--- config.mk ---
export PLATFORM = sky130hd
export DESIGN_NAME = integer_matrix_multiply_core
export DESIGN_NICKNAME = d
export VERILOG_FILES = /design/src/hdl/imm_pkg.sv /design/src/hdl/imm_ram.sv /design/src/hdl/imm_cell.sv /design/src/hdl/integer_matrix_multiply_core.sv
export VERILOG_INCLUDE_DIRS = /design/src /design/src/hdl
export SDC_FILE = /design/constraint.sdc
export NUM_CORES = 2
export LEC_CHECK = 0
export BUFFER_PORTS_ARGS = -buffer_cell sky130_fd_sc_hd__buf_2
export CORE_MARGIN = 2
export CORE_UTILIZATION = 40
export CTS_CLUSTER_DIAMETER = 50
export DETAILED_ROUTE_END_ITERATION = 8
export PLACE_DENSITY = 0.58
export SYNTH_ARGS = -nofsm -noshare
export SYNTH_HDL_FRONTEND = slang
export SYNTH_SLANG_ARGS = --single-unit
--- constraint.sdc ---
create_clock -name clk -period 5.8 [get_ports clk]
set_input_delay 0.87 -clock clk [delete_from_list [all_inputs] [get_ports clk]]
set_output_delay 0.87 -clock clk [all_outputs]
set_load 0.01 [all_outputs]
--- src/hdl/integer_matrix_multiply_core_assert.svh ---
// assertion macros for the matrix multiply core
`ifndef INTEGER_MATRIX_MULTIPLY_CORE_ASSERT_SVH
`define INTEGER_MATRIX_MULTIPLY_CORE_ASSERT_SVH
// implication checked every clock outside reset
`define IMM_ASSERT_IMPLY(label, ante, cons) \
  label: assert property (@(posedge clk) disable iff (rst) (ante) |-> (cons)) \
    else $error("assertion failed");
// next-cycle implication checked outside reset
`define IMM_ASSERT_NEXT(label, ante, cons) \
  label: assert property (@(posedge clk) disable iff (rst) (ante) |=> (cons)) \
    else $error("assertion failed");
`endif

--- src/hdl/imm_pkg.sv ---
// package for the matrix multiply core: constants and types
package imm_pkg;
  localparam int MAX_DIM_DEFAULT = 8;
  localparam int VAL_W = 16;
  localparam int ACC_W = 35;
  localparam int CFG_W = 4;

  localparam logic [1:0] KIND_LOAD_A = 2'd0;
  localparam logic [1:0] KIND_LOAD_B = 2'd1;
  localparam logic [1:0] KIND_START  = 2'd2;

  localparam logic [1:0] REG_ROWS_A = 2'd0;
  localparam logic [1:0] REG_COLS_A = 2'd1;
  localparam logic [1:0] REG_ROWS_B = 2'd2;
  localparam logic [1:0] REG_COLS_B = 2'd3;

  typedef enum logic [1:0] {ST_IDLE, ST_RUN, ST_DRAIN} state_t;

  // control handed down the cell chain with each term
  typedef struct packed {
    logic valid;
    logic first;
    logic fin;
    logic last;
    logic [2:0] row;
    logic [2:0] col;
  } term_ctl_t;
endpackage

--- src/hdl/imm_ram.sv ---
// generic single-write, single-read ram with registered read
module imm_ram #(
  parameter int WIDTH = 16,
  parameter int DEPTH = 64
) (
  input  logic                                          clk,
  input  logic                                          we,
  input  logic [((DEPTH > 1) ? $clog2(DEPTH) : 1)-1:0]  waddr,
  input  logic [WIDTH-1:0]                              wdata,
  input  logic [((DEPTH > 1) ? $clog2(DEPTH) : 1)-1:0]  raddr,
  output logic [WIDTH-1:0]                              rdata
);
  logic [WIDTH-1:0] mem [DEPTH];

  // write port and registered read
  always_ff @(posedge clk) begin
    if (we) begin
      mem[waddr] <= wdata;
    end
    rdata <= mem[raddr];
  end
endmodule

--- src/hdl/imm_cell.sv ---
// one cell of the multiply-accumulate chain
module imm_cell #(
  parameter int IN_W = 16,
  parameter int OUT_W = 35,
  parameter bit DO_MUL = 1'b1
) (
  input  logic                   clk,
  input  logic                   rst,
  input  imm_pkg::term_ctl_t     ctl_in,
  input  logic signed [IN_W-1:0] a_in,
  input  logic signed [IN_W-1:0] b_in,
  input  logic signed [OUT_W-1:0] sum_in,
  output imm_pkg::term_ctl_t     ctl_out,
  output logic signed [OUT_W-1:0] sum_out
);
  logic signed [OUT_W-1:0] acc_next;

  // multiply stage or accumulate stage
  always_comb begin
    if (DO_MUL) begin
      acc_next = OUT_W'(a_in * b_in);
    end else begin
      acc_next = ctl_in.first ? sum_in : (sum_out + sum_in);
    end
  end

  // pass control on, hold sum
  always_ff @(posedge clk) begin
    if (rst) begin
      ctl_out <= '0;
    end else begin
      ctl_out <= ctl_in;
    end
    if (ctl_in.valid) begin
      sum_out <= acc_next;
    end
  end
endmodule

--- src/hdl/integer_matrix_multiply_core.sv ---
// Signed matrix product core. Loads of A or B elements give no result. A start
// walks each product element with a k counter, one term a cycle, through a
// chain of cells (ram read, multiply, accumulate); busy is high throughout.
// Results appear for one cycle under out_valid and cannot be stalled. A
// dimension mismatch gives one error result. Stores are undefined until
// written.
`include "integer_matrix_multiply_core_assert.svh"
module integer_matrix_multiply_core #(
  parameter int MAX_DIM = imm_pkg::MAX_DIM_DEFAULT
) (
  input  logic        clk,
  input  logic        rst,
  input  logic        start,
  output logic        busy,
  input  logic [1:0]  kind,
  input  logic [2:0]  elem_row,
  input  logic [2:0]  elem_col,
  input  logic signed [15:0] elem_value,
  input  logic        cfg_we,
  input  logic [1:0]  cfg_index,
  input  logic [3:0]  cfg_data,
  output logic        out_valid,
  output logic [2:0]  out_row,
  output logic [2:0]  out_col,
  output logic signed [34:0] product_value,
  output logic        dims_error,
  output logic        last
);
  localparam int IW = (MAX_DIM > 1) ? $clog2(MAX_DIM) : 1;
  localparam int DEPTH = MAX_DIM * MAX_DIM;
  localparam int AW = (DEPTH > 1) ? $clog2(DEPTH) : 1;
  localparam int VW = imm_pkg::VAL_W;
  localparam int SW = imm_pkg::ACC_W;

  logic [3:0] rows_a, cols_a, rows_b, cols_b;
  imm_pkg::state_t state, state_next;
  logic [IW-1:0] ci, cj, ck, ra_m, ca_m, cb_m;
  logic last_k, last_j, last_i;
  logic in_acc, in_range;
  logic we_a, we_b;
  logic [AW-1:0] waddr, raddr_a, raddr_b;
  logic signed [VW-1:0] rd_a, rd_b;
  imm_pkg::term_ctl_t ctl_issue, ctl_rd, ctl_mul, ctl_acc;
  logic signed [SW-1:0] prod, sum;
  logic err_pend;

  // saturate a dimension register to 1..MAX_DIM, minus one
  function automatic logic [IW-1:0] dim_m1(input logic [3:0] r);
    logic [3:0] e;
    e = (r == 4'd0) ? 4'd1 : ((32'(r) > MAX_DIM) ? 4'(MAX_DIM) : r);
    return IW'(e - 4'd1);
  endfunction

  assign ra_m = dim_m1(rows_a);
  assign ca_m = dim_m1(cols_a);
  assign cb_m = dim_m1(cols_b);

  // configuration writes
  always_ff @(posedge clk) begin
    if (rst) begin
      rows_a <= 4'd1; cols_a <= 4'd1; rows_b <= 4'd1; cols_b <= 4'd1;
    end else if (cfg_we) begin
      unique case (cfg_index)
        imm_pkg::REG_ROWS_A: rows_a <= cfg_data;
        imm_pkg::REG_COLS_A: cols_a <= cfg_data;
        imm_pkg::REG_ROWS_B: rows_b <= cfg_data;
        imm_pkg::REG_COLS_B: cols_b <= cfg_data;
        default: ;
      endcase
    end
  end

  // load decode
  assign in_acc = start && !busy;
  assign in_range = (32'(elem_row) < MAX_DIM) && (32'(elem_col) < MAX_DIM);
  assign we_a = in_acc && in_range && (kind == imm_pkg::KIND_LOAD_A);
  assign we_b = in_acc && in_range && (kind == imm_pkg::KIND_LOAD_B);
  assign waddr = AW'(32'(elem_row) * MAX_DIM + 32'(elem_col));
  assign raddr_a = AW'(32'(ci) * MAX_DIM + 32'(ck));
  assign raddr_b = AW'(32'(ck) * MAX_DIM + 32'(cj));

  imm_ram #(.WIDTH(VW), .DEPTH(DEPTH)) u_ram_a (
    .clk(clk), .we(we_a), .waddr(waddr), .wdata(elem_value),
    .raddr(raddr_a), .rdata(rd_a));
  imm_ram #(.WIDTH(VW), .DEPTH(DEPTH)) u_ram_b (
    .clk(clk), .we(we_b), .waddr(waddr), .wdata(elem_value),
    .raddr(raddr_b), .rdata(rd_b));

  assign last_k = (ck == ca_m);
  assign last_j = (cj == cb_m);
  assign last_i = (ci == ra_m);

  // next state
  always_comb begin
    state_next = state;
    unique case (state)
      imm_pkg::ST_IDLE: begin
        if (in_acc && kind == imm_pkg::KIND_START) begin
          state_next = (cols_a == rows_b || dim_m1(cols_a) == dim_m1(rows_b))
                       ? imm_pkg::ST_RUN : imm_pkg::ST_IDLE;
        end
      end
      imm_pkg::ST_RUN: if (last_k && last_j && last_i) state_next = imm_pkg::ST_DRAIN;
      imm_pkg::ST_DRAIN: if (ctl_acc.valid && ctl_acc.last) state_next = imm_pkg::ST_IDLE;
      default: state_next = imm_pkg::ST_IDLE;
    endcase
  end

  // issue control for the chain
  always_comb begin
    ctl_issue = '0;
    if (state == imm_pkg::ST_RUN) begin
      ctl_issue.valid = 1'b1;
      ctl_issue.first = (ck == '0);
      ctl_issue.fin = last_k;
      ctl_issue.last = last_k && last_j && last_i;
      ctl_issue.row = 3'(ci);
      ctl_issue.col = 3'(cj);
    end
  end

  // state and loop counters
  always_ff @(posedge clk) begin
    if (rst) begin
      state <= imm_pkg::ST_IDLE;
      ci <= '0; cj <= '0; ck <= '0;
      err_pend <= 1'b0;
      ctl_rd <= '0;
    end else begin
      state <= state_next;
      ctl_rd <= ctl_issue;
      err_pend <= in_acc && kind == imm_pkg::KIND_START &&
                  dim_m1(cols_a) != dim_m1(rows_b);
      if (state == imm_pkg::ST_RUN) begin
        if (!last_k) begin
          ck <= ck + 1'b1;
        end else begin
          ck <= '0;
          if (!last_j) begin
            cj <= cj + 1'b1;
          end else begin
            cj <= '0;
            ci <= last_i ? '0 : ci + 1'b1;
          end
        end
      end
    end
  end

  imm_cell #(.IN_W(VW), .OUT_W(SW), .DO_MUL(1'b1)) u_mul (
    .clk(clk), .rst(rst), .ctl_in(ctl_rd), .a_in(rd_a), .b_in(rd_b),
    .sum_in('0), .ctl_out(ctl_mul), .sum_out(prod));
  imm_cell #(.IN_W(VW), .OUT_W(SW), .DO_MUL(1'b0)) u_acc (
    .clk(clk), .rst(rst), .ctl_in(ctl_mul), .a_in('0), .b_in('0),
    .sum_in(prod), .ctl_out(ctl_acc), .sum_out(sum));

  // result outputs
  assign busy = (state != imm_pkg::ST_IDLE) || err_pend;
  always_comb begin
    out_valid = err_pend || (ctl_acc.valid && ctl_acc.fin);
    dims_error = err_pend;
    last = err_pend || ctl_acc.last;
    out_row = err_pend ? 3'd0 : ctl_acc.row;
    out_col = err_pend ? 3'd0 : ctl_acc.col;
    product_value = err_pend ? '0 : sum;
  end

  `IMM_ASSERT_IMPLY(a_err_alone, err_pend, !ctl_acc.valid && state == imm_pkg::ST_IDLE)
  `IMM_ASSERT_IMPLY(a_last_ends, out_valid && last && !dims_error, state == imm_pkg::ST_DRAIN)
  `IMM_ASSERT_NEXT(a_err_once, err_pend, !err_pend)
endmodule
== Word-level counts from Yosys, hierarchy flattened ==
Memory sizes are Yosys's and may differ from the RTL's. A register that Yosys moved wholly into a read port is not among the register bits.
Cells that the tools add are included.

* $add $sub $neg: 11
* Multiply operators: 1
* Div/mod/pow operators: 0
* Order comparisons: 4
* Equality and inequality tests: 16
* Shifts and indexed selects: 0
* Muxes and demuxes: 25
* Bitwise gates (word level): 1
* Reduce and logical (&&, ||, !) cells: 31

{| class="wikitable"
|+ Operator list
! kind !! number
|-
| $mux W35 || 2
|-
| $mux W3 || 13
|-
| $add A35 B35 Y35 || 1
|-
| $mul A16 B16 Y32 || 1
|-
| $add A6 B3 Y6 || 3
|-
| $gt A4 B4 Y1 const B || 4
|-
| $logic_not A4 Y1 || 4
|-
| $eq A3 B3 Y1 || 4
|-
| $sub A3 B1 Y3 const B || 4
|-
| $mux W10 || 1
|-
| $reduce_and A2 Y1 || 5
|-
| $add A3 B1 Y3 const B || 3
|-
| $logic_and A1 B1 Y1 || 9
|-
| $eq A2 B2 Y1 const B || 4
|-
| $eq A2 B1 Y1 const B || 3
|-
| $logic_not A2 Y1 || 3
|-
| $mux W2 || 3
|-
| $ne A2 B2 Y1 const B || 3
|-
| $pmux W2 S3 || 1
|-
| $reduce_and A3 Y1 || 2
|-
| $mux W1 || 5
|-
| $eq A4 B4 Y1 || 1
|-
| $logic_or A1 B1 Y1 || 4
|-
| $logic_not A3 Y1 || 1
|-
| 5 further kinds || 5
|}

* Register bits: 127
* Bits in latches: 0
* Memory bits (writable): 2048
* ROM bits: 0
* Bits of input ports: 34
* Word-level logic and storage cells: 119
* Memories kept: 2

{| class="wikitable"
|+ Memory list
! memory !! depth !! width !! read ports !! clocked after Yosys merged registers in !! write ports !! RTL line !! source
|-
| u_ram_a.mem || 64 || 16 || 1 || 1 || 1 || imm_ram.sv:13 || <nowiki>logic [WIDTH-1:0] mem [DEPTH];</nowiki>
|-
| u_ram_b.mem || 64 || 16 || 1 || 1 || 1 || imm_ram.sv:13 ||
|}

== Logic depth before layout (Yosys ltp) ==
* Depth after elaboration: 9
* Mapped depth: 24
* Gate-level depth less buffers: 23

== Hierarchy ==
A second synthesis with hierarchy kept.

* Cells, all modules: 5445
* Area, all modules: 96831.6 um^2

{| class="wikitable"
|+ Modules (own cells, without submodules)
! module !! times used !! cells each !! area each (um^2) !! seq. area each (um^2)
|-
| imm_ram || 2 || 1829 || 40042.2 || 31069.8
|-
| imm_cell at u_mul || 1 || 1146 || 11110.7 || 1161.1
|-
| imm_cell at u_acc || 1 || 390 || 3499.6 || 1251.2
|-
| integer_matrix_multiply_core || 1 || 251 || 2137.0 || 760.7
|}

== Worst setup path after synthesis ==
Ideal clock, no wire load.

* Kind: reg2reg
* From: register u_ram_a.rdata[10] (read register of u_ram_a.mem)
* To: register u_mul.sum_out[30], data pin
* Library setup time: 0.258 ns
* Data arrival time: 5.786 ns
* Setup slack: -0.244 ns
* Cell stages (with the launch flop): 22
* Path buffers: 1
* Clock period less this slack: 6.044 ns
* Cell sequence: dfxtp_1 > clkbuf_1 > nand2_1 > fa_1 > fa_1 > fa_1 > fa_1 > inv_1 > fa_1 > inv_1 > fa_1 > inv_1 > ha_1 > nand3_1 > nor2_1 > a2111o_1 > a31o_2 > a211oi_1 > o311a_1 > o21ai_0 > a21oi_1 > xnor2_1

* Word-level cells in the longest chain between the ends: 1

{| class="wikitable"
|+ RTL lines
! element !! RTL line !! source
|-
| start, declared || imm_ram.sv:11 || <nowiki>output logic [WIDTH-1:0] rdata</nowiki>
|-
| $mul A16 B16 Y32 || imm_cell.sv:21 || <nowiki>acc_next = OUT_W'(a_in * b_in);</nowiki>
|-
| via u_mul.acc_next[30] || imm_cell.sv:16 || <nowiki>logic signed [OUT_W-1:0] acc_next;</nowiki>
|-
| end signal, assigned || imm_cell.sv:35 || <nowiki>sum_out <= acc_next;</nowiki>
|-
| end, declared || imm_cell.sv:14 || <nowiki>output logic signed [OUT_W-1:0] sum_out</nowiki>
|}

The timed path passes the listed nets, and every way through them passes these cells.
A chain may end at the register's enable or synchronous reset.

== Worst setup path in the final report ==
* From: register u_ram_a.rdata[7] (read register of u_ram_a.mem)
* To: register u_mul.sum_out[24], data pin

Same word-level chain as after synthesis.

==> impl_metrics.env <==
export IMPL_holdCritPathClass="in -> reg"
export IMPL_dieWidth_um=491
export IMPL_io_buffers=78
export IMPL_drc_errors=0
export IMPL_max_cap_violations=0
export IMPL_antenna_left=0
export IMPL_syn_to_final_growth_pct=14.9
export IMPL_r2r_cells=21
export IMPL_grt_overflow=0
export IMPL_via_count=46500
export IMPL_syn_area_per_cell_um2=19.7
export IMPL_rsz0062_at_grt="yes"
export IMPL_insertion_delay_ns=0.88
export IMPL_ff2ff_setup_slack_ns=-0.03
export IMPL_cp_data_required_time_ns=6.41
export IMPL_hold_buffers=0
export IMPL_status="finished, violations left"
export IMPL_final_seq_area_um2=65400
export IMPL_synth_seq_area_share_pct=68.8
export IMPL_grt_max_degree=84
export IMPL_routedWlPerCell_um=26.8
export IMPL_grt_pass1_vias=47900
export IMPL_clkTransAtPathRegs_ns=0.06
export IMPL_rows=178
export IMPL_antenna_found_initial=31
export IMPL_whs_ns=0.237
export IMPL_fillers=19900
export IMPL_drv_slew=0
export IMPL_die_y_um=491
export IMPL_violations="setup timing"
export IMPL_timing_final_ws_setup_ns=-0.0315
export IMPL_min_to="rows_a[0]"
export IMPL_hold_viol_final=0
export IMPL_htree_levels=4
export IMPL_fmax_mhz=171
export IMPL_min_path_cells=2
export IMPL_syn_nets=5232
export IMPL_cts_root_buffer="clkbuf_16"
export IMPL_worstSetupPathType="reg -> reg"
export IMPL_fin_setup_tns_ns=-0.0315
export IMPL_rr_startpoint="u_ram_a.rdata[7]"
export IMPL_power_density_nw_per_um2=374
export IMPL_leakage_uw=0.0358
export IMPL_synth_warnings=0
export IMPL_fin_crit_sh_pct=101
export IMPL_nNetsFinal=5631
export IMPL_cts_tree="yes"
export IMPL_drive_gt1_share_pct=28.1
export IMPL_arrival_ns=6.44
export IMPL_hpwl_um=143000
export IMPL_ir_worst_vdd_mv=0.436
export IMPL_synth_cell_type_count=68
export IMPL_track_usage_pct=19.0
export IMPL_dr_pass1_iters=6
export IMPL_initial_core_util_pct=40.3
export IMPL_syn_inst=4811
export IMPL_final_period_minus_worst_setup_slack_ns=5.83
export IMPL_drt_iter0_drc=4392
export IMPL_numCtsBuffers=226
export IMPL_cts_path_max_buffers=3
export IMPL_maxSlewHeadroom_pct=22.0
export IMPL_place_congestion=0.837
export IMPL_synthArstFlopShare_pct=0
export IMPL_skew_ns=0.0423
export IMPL_synth_edf_count=2115
export IMPL_grt_pass1_wl_um=336000
export IMPL_hp_start="cfg_data[0]"
export IMPL_setup_viol=1
export IMPL_worst_slew_pin_slew_ns=1.17
export IMPL_via_per_inst=5.43
export IMPL_path_max_fanout=4
export IMPL_clock_sinks=2204
export IMPL_multiInputGateArea_um2=27900
export IMPL_synth_seq_cells=2204
export IMPL_die_area_um2=241000
export IMPL_r2r_end="u_mul.sum_out[24]"
export IMPL_syn_cell_area_um2=95000
export IMPL_end_kind="flip-flop"
export IMPL_wl_um=230000
export IMPL_coreArea_um2=236000
export IMPL_ys_flop_type="edfxtp_1"
export IMPL_io_pins=79
export IMPL_crit_path_start_kind="flip-flop"
==> worst max path at each step <==
stage | startpoint | endpoint | cells past startpoint
after CTS | u_ram_a.rdata[7] | u_mul.sum_out[33] | 21
after detailed placement | u_ram_b.rdata[1] | u_mul.sum_out[30] | 20
after floorplan | u_ram_b.rdata[4] | u_mul.sum_out[30] | 22
after global routing | u_ram_a.rdata[7] | u_mul.sum_out[33] | 21
final | u_ram_a.rdata[7] | u_mul.sum_out[24] | 21
after global placement | u_ram_b.rdata[1] | u_mul.sum_out[30] | 20
==> critical path, stage by stage (launching register included) <==
cell and delay (ns):
dfxtp_2 0.33, and2_1 0.17, fa_1 0.53, inv_1 0.06, fa_1 0.55, fa_1 0.45
fa_1 0.51, inv_1 0.06, fa_1 0.47, inv_1 0.05, fa_1 0.49, inv_2 0.05
ha_4 0.23, nand3_2 0.08, nor2_1 0.04, a2111o_1 0.40, a31o_4 0.26, a211oi_4 0.30
buf_4 0.17, nor2b_1 0.05, o41ai_2 0.25, xnor2_1 0.11
==> what timing repair did <==
item	CTS	global route
buffers inserted	4	1
gates resized for setup	31	52
setup endpoints to repair	13	13
pin swaps	21	25
==> state kept, by name (all words and copies together) (netlist names), 4 cells and up <==
| register | cells |
|---|---|
| u_mul.sum_out | 32 |
| u_ram_a.rdata | 16 |
| cols_b | 4 |
| u_mul.ctl_out | 10 |
| u_ram_a.mem | 1024 |
| rows_b | 4 |
| u_ram_b.rdata | 16 |
| rows_a | 4 |
| u_acc.sum_out | 35 |
| u_acc.ctl_out | 9 |
| u_ram_b.mem | 1024 |
| cols_a | 4 |
| ctl_rd | 10 |
==> per-layer routing <==
metal / track usage (%) / routed length (µm) / up-vias
met3: 2.83 / 13200 / 312
li1: - / - / 19700
met5: 0 / 101 / -
met2: 31.0 / 112000 / 1411
met1: 26.9 / 99800 / 25100
met4: 4.85 / 4570 / 16
==> cell families (layout without fill, tap and decap cells) <==
kind of cell / count (synthesis) / count (layout) / synth area share (%)
AOI/OAI and AO/OA: 222 / 222 / 1.50
xor gates and xnor gates: 86 / 86 / 0.793
adders and majority gates: 387 / 387 / 7.18
buffers and inverters: 531 / 1132 / 2.18
DFF: 2204 / 2204 / 68.8
muxes: 686 / 686 / 16.1
other: 0 / 10 / 0
and+or+nand+nor: 695 / 695 / 3.50
==> synth_stat cells (36+ instances only) <==
cell | count | share of area [%]
edfxtp_1 | 2115 | 67
mux4_2 | 672 | 16
inv_1 | 314 | 1.2
fa_1 | 263 | 5.5
nor2_1 | 204 | 0.81
nand2_1 | 198 | 0.78
clkbuf_1 | 142 | 0.56
and2_1 | 126 | 0.83
ha_1 | 124 | 1.6
dfxtp_1 | 89 | 1.9
nor2b_1 | 75 | 0.49
a21oi_1 | 73 | 0.38
o21ai_0 | 58 | 0.31
xnor2_1 | 50 | 0.46
buf_2 | 49 | 0.26
xor2_1 | 36 | 0.33
==> cell type report <==
| cell class | count | area share, % |
|---|---|---|
| Clock buffer | 276 | 5.48 |
| Inverter | 315 | 1.09 |
| Tap cell | 3150 | 3.61 |
| Timing Repair Buffer | 387 | 2.82 |
| Sequential cell | 2204 | 59.9 |
| Clock inverter | 154 | 1.50 |
| Antenna cell | 10 | 0.0229 |
| Multi-Input combinational cell | 2076 | 25.6 |
==> stage by stage <==
stage / util (%) / power, µW / instance area [µm²] / cells / setup slack, ns
5_1_grt: 46.3 / 42600 / 109000 / 8566 / -0.188
2_1_floorplan: - / 23200 / 95000 / 4811 / -0.0202
4_1_cts: 46.2 / 40800 / 109000 / 8561 / -0.133
3_5_place_dp: 42.9 / 25800 / 101000 / 8127 / -0.332
6_report: 46.3 / 40800 / 109000 / 8572 / -0.0315
3_3_place_gp: 42.9 / 25800 / 101000 / 8127 / -0.333
==> layout by cell type, fill, tap and decap left out, drive strengths merged, types with 3 or more instances in the layout <==
cell      synthesis  final
edfxtp         2115   2115
mux4            672    672
buf              74    387
fa              263    263
clkbuf          142    276
and2            126    126
bufinv            0     26
xnor2            50     50
a211o             7      7
o21a              3      3
o21bai           10     10
nand2b           17     17
a211oi            8      8
nor2            204    204
nand4b            3      3
clkinv            0    101
diode             0     10
a31oi             7      7
o21ai            59     59
a2111oi           4      4
ha              124    124
nor2b            75     75
a21oi            73     73
inv             315    334
a21o             22     22
o211ai            4      4
mux2i            12     12
nand3b            5      5
nor4              5      5
o41ai             3      3
a31o              3      3
dfxtp            89     89
clkinvlp          0      8
nand3            27     27
o31ai             4      4
nand2           198    198
and3              7      7
or3               3      3
nor3             13     13
xor2             36     36
==> power by group <==
group | switching [µW] | total [µW] | internal (µW)
combinational | 4170 | 8150 | 3980
clock | 6170 | 14700 | 8530
sequential | 73.4 | 17900 | 17900
total | 10400 | 40800 | 30400
No activity file was read; power rests on OpenSTA's default activity.
